### src/dgc_pkg.sv
`default_nettype none

package dgc_pkg;

    // configuration port
    localparam int CFG_W     = 13;
    localparam int CFG_IDX_W = 1;

    typedef enum logic [CFG_IDX_W-1:0] {
        REG_SRC_WIDTH  = 1'b0,
        REG_SRC_HEIGHT = 1'b1
    } cfg_reg_t;

    localparam logic [CFG_W-1:0] SRC_WIDTH_RST  = 13'd640;
    localparam logic [CFG_W-1:0] SRC_HEIGHT_RST = 13'd480;

    // geometry
    localparam int TARGET_SIZE = 240;
    localparam int FACTOR_W    = 5;
    localparam int FACTOR_MAX  = 31;
    localparam int CNT_W       = 12;

    // payload widths
    localparam int PIX_W  = 32;
    localparam int CH_W   = 8;
    localparam int LUMA_W = 8;
    localparam int OUT_W  = LUMA_W + 2 * CNT_W;

    // bt.601 weights scaled by 1000
    localparam int COEF_R = 299;
    localparam int COEF_G = 587;
    localparam int COEF_B = 114;
    localparam int SUM_W  = 18;

    // divide by 1000 as multiply by ceil(2^28 / 1000) and shift
    localparam int RECIP_W     = 19;
    localparam int LUMA_SHIFT  = 28;
    localparam logic [RECIP_W-1:0] LUMA_RECIP = 19'd268436;

endpackage

`default_nettype wire

### src/decimating_gray_converter.sv
// An accepted item on s_* passes through 3 registers (stage 1, stage 2, output) before it shows on m_*.
// Throughput: one item per cycle while m_tready stays high; each stage is freed as soon as the next one can take it.
// Items that fall outside the decimated grid are dropped in the sum stage and give no result.
// Reset (rst_n low, asynchronous): src_width 640, src_height 480, factor 1, counters zero,
// all stages empty.
`default_nettype none

module decimating_gray_converter #(
    parameter int MAX_DIM = 4096
) (
    input  wire                           clk,
    input  wire                           rst_n,
    // configuration writes
    input  wire                           cfg_we,
    input  wire [dgc_pkg::CFG_IDX_W-1:0]  cfg_index,
    input  wire [dgc_pkg::CFG_W-1:0]      cfg_wdata,
    // pixel items in
    input  wire                           s_tvalid,
    output logic                          s_tready,
    input  wire [dgc_pkg::PIX_W-1:0]      s_tdata,   // pixel_rgb[31:0]
    // luma items out
    output logic                          m_tvalid,
    input  wire                           m_tready,
    output logic [dgc_pkg::OUT_W-1:0]     m_tdata,   // luma[7:0], out_x[19:8], out_y[31:20]
    output logic                          m_tlast    // frame_end
);

    import dgc_pkg::*;

    localparam int DIM_W = $clog2(MAX_DIM + 1);
    localparam int CW    = ((DIM_W > CFG_W) ? DIM_W : CFG_W) + 2;
    localparam int PH_W  = FACTOR_W + 1;
    localparam int PROD_W = SUM_W + RECIP_W;

    function automatic logic [CW-1:0] eff_dim(input logic [CFG_W-1:0] r);
        logic [CW-1:0] v;
        v = CW'(r);
        if (v == '0)
            return CW'(1);
        if (v > CW'(MAX_DIM))
            return CW'(MAX_DIM);
        return v;
    endfunction

    // configuration registers
    logic [CFG_W-1:0] src_width_reg;
    logic [CFG_W-1:0] src_height_reg;

    // frame geometry latched at frame start
    logic [FACTOR_W-1:0] factor_reg, factor_next;
    logic [CW-1:0]       wlat_reg, wlat_next;
    logic [CW-1:0]       hlat_reg, hlat_next;

    // raster position
    logic [CNT_W-1:0]    src_col_reg, src_col_next;
    logic [CNT_W-1:0]    src_row_reg, src_row_next;
    logic [FACTOR_W-1:0] col_phase_reg, col_phase_next;
    logic [FACTOR_W-1:0] row_phase_reg, row_phase_next;
    logic [CNT_W-1:0]    ox_reg, ox_next;
    logic [CNT_W-1:0]    oy_reg, oy_next;

    // stage 1: accepted item with its position
    logic                s1_valid_reg;
    logic [3*CH_W-1:0]   s1_rgb_reg;
    logic [CNT_W-1:0]    s1_col_reg, s1_row_reg, s1_ox_reg, s1_oy_reg;
    logic [FACTOR_W-1:0] s1_factor_reg;
    logic [CW-1:0]       s1_wlat_reg, s1_hlat_reg;
    logic                s1_pz_reg;

    // stage 2: weighted sum of kept items
    logic                s2_valid_reg;
    logic [SUM_W-1:0]    s2_sum_reg;
    logic [CNT_W-1:0]    s2_ox_reg, s2_oy_reg;
    logic                s2_last_reg;

    // output register
    logic                out_valid_reg;
    logic [LUMA_W-1:0]   out_luma_reg;
    logic [CNT_W-1:0]    out_x_reg, out_y_reg;
    logic                out_last_reg;

    logic out_ready, s2_ready, s1_ready, in_acc;

    logic [CW-1:0]       w_eff, h_eff, big;
    logic [FACTOR_MAX+1:1] ge;
    logic [FACTOR_W-1:0] f_new, f_use;
    logic                frame_start;

    logic [CW-1:0]       s1_col_w, s1_row_w, s1_f_w;
    logic                s1_keep, s1_last;
    logic [SUM_W-1:0]    s1_sum;
    logic [PROD_W-1:0]   s2_prod;

    // stage handshakes: a stage takes an item when empty or when it is passing one on
    assign out_ready = !out_valid_reg || m_tready;
    assign s2_ready  = !s2_valid_reg || out_ready;
    assign s1_ready  = !s1_valid_reg || s2_ready;
    assign s_tready  = s1_ready;
    assign in_acc    = s_tvalid && s1_ready;

    // configuration writes
    always_ff @(posedge clk or negedge rst_n)
    begin
        if (!rst_n)
        begin
            src_width_reg  <= SRC_WIDTH_RST;
            src_height_reg <= SRC_HEIGHT_RST;
        end
        else if (cfg_we)
        begin
            case (cfg_index)
                REG_SRC_WIDTH:  src_width_reg  <= cfg_wdata;
                REG_SRC_HEIGHT: src_height_reg <= cfg_wdata;
                default:        ;
            endcase
        end
    end

    // decimation factor from the larger dimension, thermometer compare against multiples
    always_comb
    begin
        w_eff = eff_dim(src_width_reg);
        h_eff = eff_dim(src_height_reg);
        big   = (h_eff > w_eff) ? h_eff : w_eff;
        ge    = '0;
        for (int k = 1; k <= FACTOR_MAX; k++)
        begin
            ge[k] = (32'(big) >= 32'(k * TARGET_SIZE));
        end
        f_new = '0;
        for (int k = 1; k <= FACTOR_MAX; k++)
        begin
            if (ge[k] && !ge[k+1])
                f_new = f_new | FACTOR_W'(k);
        end
        if (f_new == '0)
            f_new = FACTOR_W'(1);
    end

    // raster counters and geometry latch
    always_comb
    begin
        frame_start = (src_col_reg == '0) && (src_row_reg == '0);
        f_use       = frame_start ? f_new : factor_reg;
        factor_next = f_use;
        wlat_next   = frame_start ? w_eff : wlat_reg;
        hlat_next   = frame_start ? h_eff : hlat_reg;

        src_col_next   = src_col_reg;
        src_row_next   = src_row_reg;
        col_phase_next = col_phase_reg;
        row_phase_next = row_phase_reg;
        ox_next        = ox_reg;
        oy_next        = oy_reg;

        if (CW'(src_col_reg) + CW'(1) >= w_eff)
        begin
            src_col_next   = '0;
            col_phase_next = '0;
            ox_next        = '0;
            if (CW'(src_row_reg) + CW'(1) >= h_eff)
            begin
                src_row_next   = '0;
                row_phase_next = '0;
                oy_next        = '0;
            end
            else
            begin
                src_row_next = src_row_reg + CNT_W'(1);
                if (PH_W'(row_phase_reg) + PH_W'(1) >= PH_W'(f_use))
                begin
                    row_phase_next = '0;
                    oy_next        = oy_reg + CNT_W'(1);
                end
                else
                begin
                    row_phase_next = row_phase_reg + FACTOR_W'(1);
                end
            end
        end
        else
        begin
            src_col_next = src_col_reg + CNT_W'(1);
            if (PH_W'(col_phase_reg) + PH_W'(1) >= PH_W'(f_use))
            begin
                col_phase_next = '0;
                ox_next        = ox_reg + CNT_W'(1);
            end
            else
            begin
                col_phase_next = col_phase_reg + FACTOR_W'(1);
            end
        end
    end

    always_ff @(posedge clk or negedge rst_n)
    begin
        if (!rst_n)
        begin
            factor_reg    <= FACTOR_W'(1);
            wlat_reg      <= '0;
            hlat_reg      <= '0;
            src_col_reg   <= '0;
            src_row_reg   <= '0;
            col_phase_reg <= '0;
            row_phase_reg <= '0;
            ox_reg        <= '0;
            oy_reg        <= '0;
        end
        else if (in_acc)
        begin
            factor_reg    <= factor_next;
            wlat_reg      <= wlat_next;
            hlat_reg      <= hlat_next;
            src_col_reg   <= src_col_next;
            src_row_reg   <= src_row_next;
            col_phase_reg <= col_phase_next;
            row_phase_reg <= row_phase_next;
            ox_reg        <= ox_next;
            oy_reg        <= oy_next;
        end
    end

    // stage 1 register
    always_ff @(posedge clk or negedge rst_n)
    begin
        if (!rst_n)
            s1_valid_reg <= 1'b0;
        else if (s1_ready)
            s1_valid_reg <= s_tvalid;
    end

    always_ff @(posedge clk)
    begin
        if (in_acc)
        begin
            s1_rgb_reg    <= s_tdata[3*CH_W-1:0];
            s1_col_reg    <= src_col_reg;
            s1_row_reg    <= src_row_reg;
            s1_ox_reg     <= ox_reg;
            s1_oy_reg     <= oy_reg;
            s1_factor_reg <= f_use;
            s1_wlat_reg   <= wlat_next;
            s1_hlat_reg   <= hlat_next;
            s1_pz_reg     <= (col_phase_reg == '0) && (row_phase_reg == '0);
        end
    end

    // keep test inside the decimated frame and weighted channel sum
    always_comb
    begin
        s1_col_w = CW'(s1_col_reg);
        s1_row_w = CW'(s1_row_reg);
        s1_f_w   = CW'(s1_factor_reg);
        s1_keep  = s1_pz_reg
                   && (s1_col_w + s1_f_w <= s1_wlat_reg)
                   && (s1_row_w + s1_f_w <= s1_hlat_reg);
        s1_last  = (s1_col_w + (s1_f_w << 1) > s1_wlat_reg)
                   && (s1_row_w + (s1_f_w << 1) > s1_hlat_reg);
        s1_sum   = SUM_W'(COEF_R) * SUM_W'(s1_rgb_reg[3*CH_W-1:2*CH_W])
                   + SUM_W'(COEF_G) * SUM_W'(s1_rgb_reg[2*CH_W-1:CH_W])
                   + SUM_W'(COEF_B) * SUM_W'(s1_rgb_reg[CH_W-1:0]);
    end

    // stage 2 register, dropped items leave here
    always_ff @(posedge clk or negedge rst_n)
    begin
        if (!rst_n)
            s2_valid_reg <= 1'b0;
        else if (s2_ready)
            s2_valid_reg <= s1_valid_reg && s1_keep;
    end

    always_ff @(posedge clk)
    begin
        if (s2_ready && s1_valid_reg)
        begin
            s2_sum_reg  <= s1_sum;
            s2_ox_reg   <= s1_ox_reg;
            s2_oy_reg   <= s1_oy_reg;
            s2_last_reg <= s1_last;
        end
    end

    // divide the sum by 1000
    assign s2_prod = PROD_W'(s2_sum_reg) * PROD_W'(LUMA_RECIP);

    // output register
    always_ff @(posedge clk or negedge rst_n)
    begin
        if (!rst_n)
            out_valid_reg <= 1'b0;
        else if (out_ready)
            out_valid_reg <= s2_valid_reg;
    end

    always_ff @(posedge clk)
    begin
        if (out_ready && s2_valid_reg)
        begin
            out_luma_reg <= s2_prod[LUMA_SHIFT +: LUMA_W];
            out_x_reg    <= s2_ox_reg;
            out_y_reg    <= s2_oy_reg;
            out_last_reg <= s2_last_reg;
        end
    end

    assign m_tvalid = out_valid_reg;
    assign m_tdata  = {out_y_reg, out_x_reg, out_luma_reg};
    assign m_tlast  = out_last_reg;

endmodule

`default_nettype wire

### config.mk
export PLATFORM = sky130hd
export DESIGN_NAME = decimating_gray_converter
export DESIGN_NICKNAME = d
export VERILOG_FILES = /design/src/dgc_pkg.sv /design/src/decimating_gray_converter.sv
export SDC_FILE = /design/constraint.sdc
export NUM_CORES = 1
export LEC_CHECK = 0
export ABC_AREA = 1
export BUFFER_PORTS_ARGS = -buffer_cell sky130_fd_sc_hd__buf_2
export CAP_MARGIN = 20
export CORE_ASPECT_RATIO = 0.75
export CORE_UTILIZATION = 43
export CTS_BUF_LIST = sky130_fd_sc_hd__clkbuf_16
export CTS_CLUSTER_DIAMETER = 40
export DETAILED_ROUTE_END_ITERATION = 10
export SLEW_MARGIN = 25
export SYNTH_ARGS = -nofsm -noshare
export SYNTH_HDL_FRONTEND = slang
export SYNTH_SLANG_ARGS = --single-unit
### constraint.sdc
create_clock -name clk -period 8.6 [get_ports clk]
set_input_delay 2.15 -clock clk [delete_from_list [all_inputs] [get_ports clk]]
set_output_delay 2.15 -clock clk [all_outputs]
set_load 0.02 [all_outputs]
---- Yosys cells after proc, flatten, opt, wreduce, memory -nomap -nowiden ----
Index checks and enable logic that the tools add are counted.
word-level totals
  flip-flop bits (word level) ............. 306
  bits in latches ......................... 0
  bits in writable memories ............... 0
  ROM bits ................................ 0
  bits of input ports ..................... 51
  output and inout bits ................... 35
  word-level logic and storage cells ...... 261
  memories ................................ 0
operators by class
  $add $sub $neg .......................... 16
  $mul .................................... 4
  divide/modulo/power cells ............... 0
  magnitude comparators ................... 42
  eq/ne operators ......................... 3
  shifts and indexed selects .............. 0
  muxes and demuxes ....................... 77
  bitwise operators ....................... 0
  reductions and logical operators ........ 88
operators by type and width
  cell                                                   number
  two-way mux 15 bit                                     15
  >= comparator 15 x 13 -> 1 bit, second input constant  14
  >= comparator 15 x 12 -> 1 bit, second input constant  9
  two-way mux 12 bit                                     11
  two-way mux 5 bit                                      26
  >= comparator 15 x 11 -> 1 bit, second input constant  4
  two-way mux 13 bit                                     4
  adder 12 x 1 -> 12 bit, second input constant          4
  logical AND 1 bit                                      39
  multiplier 18 x 17 -> 34 bit, second input constant    1
  zero test 1 bit                                        33
  two-way mux 4 bit                                      8
  >= comparator 13 x 15 -> 1 bit                         2
  >= comparator 15 x 10 -> 1 bit, second input constant  2
  > comparator 13 x 15 -> 1 bit                          2
  <= comparator 13 x 15 -> 1 bit                         2
  adder 12 x 1 -> 13 bit, second input constant          2
  adder 12 x 5 -> 13 bit                                 2
  adder 12 x 6 -> 13 bit                                 2
  > comparator 13 bit, second input constant             2
  zero test 13 bit                                       2
  zero test 12 bit                                       2
  adder 17 x 18 -> 18 bit                                1
  adder 18 x 15 -> 18 bit                                1
  other kinds (20)                                       40

---- Longest topological paths before layout ----
Gate-level depths: netlist of run 1.
  depth in word-level cells ............... 52
  gate-level depth with buffers ........... 51
  mapped depth without buffers ............ 48

---- Worst setup path before layout of run 1 ----
OpenSTA, ideal clock, no wires.
  kind .................................... input-to-reg
  start point ............................. in m_tready
  end point ............................... reg s1_col_reg[0] (enable)
  setup time .............................. 0.513 ns
  arrival ................................. 5.941 ns
  data required time ...................... 8.087 ns
  slack ................................... 2.146 ns
  stages on the path ...................... 7
  path buffers ............................ 1
  cells stage by stage .................... inv_1 nand2_1 nor2_1 nand2_1 nand2_1 clkinv_1 clkbuf_1
between the ends
  cells in the longest elaborated chain, start to end .. 4
RTL lines
  item                  line                              source
  start, declared       decimating_gray_converter.sv:23   input wire m_tready,
  logical OR 1 bit      decimating_gray_converter.sv:95   assign out_ready = !out_valid_reg || m_tready;
  logical OR 1 bit      decimating_gray_converter.sv:96   assign s2_ready = !s2_valid_reg || out_ready;
  logical OR 1 bit      decimating_gray_converter.sv:97   assign s1_ready = !s1_valid_reg || s2_ready;
  named net s_tready    decimating_gray_converter.sv:19   output logic s_tready,
  logical AND 1 bit     decimating_gray_converter.sv:99   assign in_acc = s_tvalid && s1_ready;
  named net in_acc      decimating_gray_converter.sv:82   logic out_ready, s2_ready, s1_ready, in_acc;
  end signal, assigned  decimating_gray_converter.sv:238  s1_col_reg <= src_col_reg;
  end, declared         decimating_gray_converter.sv:65   logic [CNT_W-1:0] s1_col_reg, s1_row_reg, s1_ox_reg, s1_oy_reg;
The timed path passes the listed nets, and every way through them passes these cells.
A chain may end at the register's enable or synchronous reset.

---- Worst setup path in the final report of run 1 ----
  start point ............................. reg src_width_reg[4]
  end point ............................... reg ox_reg[8]
between the ends
  cells in the longest elaborated chain, start to end .. 48
  elaborated cells between the ends (all ways) .. 142
  those cells by class .................... order compare: 35; mux: 43; reduce/logical: 64
RTL lines
  item                                                                   line                              source
  start, declared                                                        decimating_gray_converter.sv:46   logic [CFG_W-1:0] src_width_reg;
  start signal, assigned                                                 decimating_gray_converter.sv:112  REG_SRC_WIDTH: src_width_reg <= cfg_wdata;
  > comparator 13 bit                                                    decimating_gray_converter.sv:40   if (v > CW'(MAX_DIM))
  two-way mux 15 bit or two-way mux 1 bit (tied branches) (2 in series)  decimating_gray_converter.sv:40
  two-way mux 15 bit                                                     decimating_gray_converter.sv:42   return v;
  two-way mux 15 bit                                                     decimating_gray_converter.sv:40
  two-way mux 15 bit (*)                                                 decimating_gray_converter.sv:40
  > comparator 15 bit                                                    decimating_gray_converter.sv:124  big = (h_eff > w_eff) ? h_eff : w_eff;
  two-way mux 15 bit (*)                                                 decimating_gray_converter.sv:124
  >= comparator 15 x 9 -> 1 bit                                          decimating_gray_converter.sv:128  ge[k] = (32'(big) >= 32'(k * TARGET_SIZE));
  [... 32 more ...]                                                      n/a
  two-way mux 5 bit (*)                                                  decimating_gray_converter.sv:133  if (ge[k] && !ge[k+1])
  zero test 5 bit                                                        decimating_gray_converter.sv:136  if (f_new == '0)
  two-way mux 5 bit (*)                                                  decimating_gray_converter.sv:136
  two-way mux 5 bit (*)                                                  decimating_gray_converter.sv:144  f_use = frame_start ? f_new : factor_reg;
  named net f_use[0]                                                     decimating_gray_converter.sv:86   logic [FACTOR_W-1:0] f_new, f_use;
  >= comparator 6 x 5 -> 1 bit (*)                                       decimating_gray_converter.sv:184  if (PH_W'(col_phase_reg) + PH_W'(1) >= PH_W'(f_use))
  nonzero test 2 bit (no source line) (*)                                n/a
  AND reduction 2 bit (no source line) (*)                               n/a
  end signal, assigned                                                   decimating_gray_converter.sv:219  ox_reg <= ox_next;
  end, declared                                                          decimating_gray_converter.sv:59   logic [CNT_W-1:0] ox_reg, ox_next;
Mark *: on every way through the listed nets, which the timed path passes. The rest lies on a longest branch. The select of a mux whose other input is x is not followed.

==> flow_metrics.py, run 1 <==
metrics = {
    "setup_path": {
        "reg2reg_from": "src_width_reg[4]",
        "r2r-end": "ox_reg[8]",
        "crit_path_start": "src_width_reg[4]",
        "critical_path.endpoint_type": "register",
        "crit_end": "ox_reg[8]",
        "crit_path_max_incr_delay_ns": 0.42,
        "reg2regPathDepth": 42,
        "required_ns": 9.08,
        "critPathKind": "reg -> reg",
        "critPathLaunchType": "register",
        "cp_slowest_cell": "dfrtp_1",
        "rrSetupSlack_ns": 1.44,
        "path_max_fanout": 20,
        "worstPathArrival_ns": 7.64,
        "cpMostUsedCell": "nand2_1",
    },
    "logic_synthesis": {
        "synth_ff_type": "edfxtp_1",
        "yosys.area.top_type": "edfxtp_1",
        "ys_seq_area_frac": 0.351,
        "synth.distinct_cells": 59,
        "syn_nets": 3239,
        "synth-seq-cells": 306,
        "synth-edff-count": 184,
        "synth_area_leaders": "edfxtp_1 (23%), ha_1 (19%), dfrtp_1 (12%)",
        "syn_inst": 2688,
        "synth_area_per_cell_um2": 9.11,
        "synth_top_area_share": 0.226,
        "synth_async_sr_flop_share": 0.399,
        "yosys_warnings": 0,
        "syn_area_um2": 24500,
    },
    "clock_tree": {
        "cts-root-buf": "clkbuf_16",
        "cts.htree.levels": 2,
        "clk_pin_slew_ns": 0.06,
        "cts_tree": "done",
        "clock-sinks": 306,
        "postCtsHoldBufs": 0,
        "clock_latency_ns": 0.60,
        "cts-resized-gates": 0,
        "post_cts_buffers": 0,
        "clk_path_buf_depth": 3,
        "cts_made_buffers": 45,
    },
    "timing": {
        "final-max-slew-violation-count": 0,
        "max_clock_freq_mhz": 140,
        "finalHoldViolCount": 0,
        "rsz0062_at_grt": "no",
        "relSlewSlack": 0.331,
        "fin_tns_setup_ns": 0,
        "tightest_slew_ns": 0.994,
        "period_needed_ns": 7.16,
        "finalSetupViolCount": 0,
        "min_period_over_period": 0.833,
        "finClkSkew_ns": 0.0326,
    },
    "finish": {
        "layout_commonest_cell": "inv_1",
        "fillCellCount": 5291,
        "layout.nets": 3339,
        "largest_reg_flops": 24,
        "drive_gt1_frac": 0.0825,
        "layout_common_cells": "inv_1 (514), nand2_1 (449), ha_1 (378)",
        "area_delta_synth_final_pct": 11.5,
    },
    "run": {
        "maxCapViolations": 0,
    },
    "route": {
        "drtAntennaViolNets": 0,
        "wirelength_mm": 59.4,
        "wire_per_inst_um": 16.7,
        "viasPerCell": 5.13,
        "vias": 18200,
        "drcViolationCount": 0,
        "firstDrtPassIters": 5,
        "first_iter_violations": 1332,
    },
    "global_route": {
        "grt_use_met3": 0.0445,
        "grt_usage": 0.210,
        "top_usage_layer": "met1",
        "overflow": 0,
        "gr-usage-met2": 0.292,
        "antenna_found_initial": 1,
        "grt_max_degree": 75,
        "use_met1": 0.330,
        "grt_pass1_vias": 18100,
        "grt_pass1_wl_mm": 96.4,
    },
    "run_status": {
        "status": "finished clean",
    },
    "floorplan": {
        "die_h_um": 209,
        "core_um2": 56100,
        "num_io_pins": 86,
        "die_w_um": 278,
        "die_area_um2": 57900,
        "rows": 75,
        "start_util": 0.436,
    },
    "placed_design": {
        "port-buffer-count": 77,
        "globalplace.congestion": 0.944,
        "place_hpwl_mm": 46.9,
    },
    "worst_hold_path": {
        "hp-class": "reg -> reg",
    },
}
==> worst max-delay path, delay by kind of cell (launching register included) <==
kind | cells | cell delay [ns]
and+or+nand+nor | 31 | 4.73
buffers and inverters | 4 | 0.48
AOI/OAI and AO/OA | 5 | 0.65
DFF | 1 | 0.42
adders and majority gates | 2 | 0.70
==> per-layer routing <==
metal	part of all wire	up-vias	wire length, um
met5	0	-	0
met4	0.016	0	928
met3	0.065	72	3860
met2	0.39	418	23400
met1	0.52	8670	31100
li1	-	9079	-
==> cell usage after synthesis (12+ instances only) <==
library cell	number
dfrtp_1	115
edfxtp_1	184
xor2_1	78
nand2_1	449
xnor2_1	12
nand3_1	135
nand2_2	24
o21ai_0	163
o22ai_1	12
nor2_1	164
inv_1	512
nand4_1	31
a21oi_1	118
clkbuf_1	24
nor4_1	18
fa_1	122
ha_1	378
nor3_1	27
==> worst min-delay path by stage <==
stage / startpoint / to / slack (ns) / depth (start not counted)
after floorplan: s2_last_reg / m_tlast / 0.40 / 0
after global placement: s1_oy_reg[9] / s2_oy_reg[9] / 0.40 / 0
after detailed placement: s1_oy_reg[5] / s2_oy_reg[5] / 0.40 / 0
after CTS: s2_ox_reg[10] / out_x_reg[10] / 0.42 / 0
after global routing: s1_ox_reg[3] / s2_ox_reg[3] / 0.43 / 0
final: s2_oy_reg[11] / out_y_reg[11] / 0.42 / 0
==> stage by stage <==
stage               instances   util  area [um^2]  hold slack, ns  worst slack (ns)
floorplan                2688      -        24500           0.400              2.15
global placement         3472  0.458        25700           0.402              1.75
detailed placement       3472  0.458        25700           0.405              1.59
CTS                      3556  0.487        27300           0.420              1.56
global route             3556  0.487        27300           0.427             0.774
finish                   3557  0.487        27300           0.418              1.44
==> layout make-up <==
| cell class | instances | area, um^2 | share of cell area |
|---|---|---|---|
| diodes | 1 | 2.50 | 0.0000916 |
| clock inverters | 38 | 438 | 0.0160 |
| clock buffers | 46 | 1150 | 0.0422 |
| well taps | 731 | 915 | 0.0335 |
| flip-flops and latches | 306 | 8590 | 0.314 |
| inverters | 524 | 1970 | 0.0721 |
| multi-input cells | 1829 | 13800 | 0.506 |
| repair buffers | 82 | 425 | 0.0156 |
==> cell families (layout without fill, tap and decap cells) <==
| kind of cell | count (synthesis) | count (layout) | share of synthesized area |
|---|---|---|---|
| buffers and inverters | 553 | 690 | 0.0859 |
| AND/OR/NAND/NOR | 885 | 885 | 0.160 |
| XOR/XNOR | 90 | 90 | 0.0322 |
| other | 0 | 1 | 0 |
| adder cells (fa/ha/maj) | 500 | 500 | 0.293 |
| AO/OA/AOI/OAI | 354 | 354 | 0.0788 |
| flip-flops | 306 | 306 | 0.351 |
Power of run 1 is left out: the tool's default activity adds up to more than one toggle a clock period on the data nets, which glitch-free logic cannot reach.
==> inputs of run 2 (changes only) <==
- clock period: 8.6 -> 6.2 ns (I/O delays scaled with it)
==> flow_metrics.py, run 2 (synthesized netlist as in run 1, its figures left out) <==
metrics = {
    "floorplan": {
        "die_area_um2": 57900,
        "die_w_um": 278,
        "start_util": 0.436,
        "rows": 75,
        "core_um2": 56100,
        "die_h_um": 209,
        "num_io_pins": 86,
    },
    "finish": {
        "final_cell_area_um2": 28200,
        "largest_reg_flops": 24,
        "post-route-util": 0.502,
        "n_antenna_cell": 0,
        "drive_gt1_frac": 0.123,
        "layout_commonest_cell": "inv_1",
        "layout_common_cells": "inv_1 (511), nand2_1 (440), ha_1 (372)",
        "layout.nets": 3430,
        "area_delta_synth_final_pct": 15.0,
        "fillCellCount": 5232,
    },
    "run": {
        "maxCapViolations": 0,
    },
    "placed_design": {
        "globalplace.congestion": 0.942,
        "place_hpwl_mm": 48.2,
        "port-buffer-count": 77,
        "placed_area_um2": 26300,
    },
    "global_route": {
        "overflow": 0,
        "antenna_found_initial": 0,
        "grt_pass1_wl_mm": 96.8,
        "grt_max_degree": 88,
        "grt_pass1_vias": 18200,
        "grt_usage": 0.209,
    },
    "clock_tree": {
        "clock_latency_ns": 0.58,
        "clk_pin_slew_ns": 0.06,
        "cts-root-buf": "clkbuf_16",
        "cts_made_buffers": 45,
        "clk_path_buf_depth": 3,
        "cts.htree.levels": 2,
        "cts_tree": "done",
        "postCtsHoldBufs": 0,
        "clock-sinks": 306,
    },
    "timing": {
        "finalHoldViolCount": 0,
        "min_period_over_period": 0.960,
        "finalSetupViolCount": 0,
        "final-max-slew-violation-count": 0,
        "period_needed_ns": 5.95,
        "max_clock_freq_mhz": 168,
        "rsz0062_at_grt": "yes",
        "relSlewSlack": 0.434,
        "tightest_slew_ns": 0.850,
        "finClkSkew_ns": 0.0327,
    },
    "setup_path": {
        "crit_path_max_incr_delay_ns": 0.55,
        "required_ns": 6.52,
        "path_max_fanout": 3,
        "critical_path.endpoint_type": "register",
        "critPathKind": "reg -> reg",
        "cp_slowest_cell": "fa_1",
        "worstPathArrival_ns": 6.27,
        "cpMostUsedCell": "inv_1",
        "path_buf_inv": 7,
        "cp_top_family": "adder cells",
        "critPathLaunchType": "register",
    },
    "route": {
        "viasPerCell": 5.17,
        "vias": 18800,
        "firstDrtPassIters": 5,
        "wirelength_mm": 60.5,
        "first_iter_violations": 1455,
        "drcViolationCount": 0,
        "drtAntennaViolNets": 0,
        "wire_per_inst_um": 16.6,
    },
    "worst_hold_path": {
        "hp-class": "reg -> reg",
    },
    "run_status": {
        "status": "finished clean",
    },
}
==> run 2: cell types whose count changed in the layout (fill, tap and decap cells not counted), moves of 6 or more <==
cell     before  now
nand2_2      24   31
nand2_1     449  440
ha_1        378  372
nor2_2        7   13
o21ai_0     163  157
nor2_1      164  157
buf_4         6   90
==> run 2: area by class of cell <==
type                            count  area [um^2]  area share
Multi-Input combinational cell   1832        14100       0.500
Sequential cell                   306         8590       0.305
Inverter                          524         1980      0.0702
Clock buffer                       45         1130      0.0400
Timing Repair Buffer              170         1110      0.0395
Tap cell                          731          915      0.0325
Clock inverter                     38          374      0.0133
==> run 2: metal layers <==
layer,wire length (um),vias up,global-route usage
li1,-,9249,-
met2,23700,494,0.287
met3,3740,57,0.0316
met4,843,0,0.0429
met1,32100,9037,0.341
met5,0,-,0
==> run 2: worst paths after layout <==
path                                      to  slack [ns]  cells after the start          start
min reg2reg                     out_y_reg[9]        0.42                      0   s2_oy_reg[9]
max reg2reg                   s2_sum_reg[17]        0.25                     27  s1_rgb_reg[0]
min                             out_y_reg[9]        0.42                      0   s2_oy_reg[9]
min in group asynchronous  src_width_reg[10]        0.98                      1          rst_n
max                           s2_sum_reg[17]        0.25                     27  s1_rgb_reg[0]
max in group asynchronous       wlat_reg[14]        3.96                      2          rst_n
==> run 2: repair_timing <==
| action | 4_1_cts | 5_1_grt |
|---|---|---|
| setup endpoints to repair | 1 | 38 |
| gates resized for setup | 1 | 60 |
| pin swaps | 0 | 21 |
| buffers inserted | 0 | 6 |
| gates cloned | 0 | 3 |
==> run 2: worst register-to-register path, stage by stage, from the launching register on <==
cell      delay, ns
edfxtp_1       0.41
fa_1           0.55
inv_1          0.06
fa_1           0.48
inv_1          0.04
ha_1           0.27
ha_2           0.18
inv_2          0.04
fa_2           0.52
inv_1          0.04
ha_1           0.29
ha_1           0.28
inv_1          0.05
fa_1           0.47
inv_1          0.05
fa_1           0.49
ha_4           0.30
inv_4          0.04
o21ai_4        0.17
a21oi_4        0.09
o21ai_2        0.19
a21oi_1        0.10
o21bai_1       0.19
nand3_1        0.10
nand2_1        0.11
nand2_1        0.07
nand2_1        0.07
xor2_1         0.06
==> run 2: per-stage QoR <==
stage          std cells  setup slack [ns]  setup TNS, ns  hold slack (ns)
2_1_floorplan       2688             0.346              0            0.400
3_3_place_gp        3554            0.0290              0            0.401
3_5_place_dp        3554           -0.0260        -0.0260            0.405
4_1_cts             3637            0.0164              0            0.418
5_1_grt             3646           -0.0379        -0.0616            0.419
6_report            3646             0.249              0            0.416
Power of run 2 is left out for the same reason.
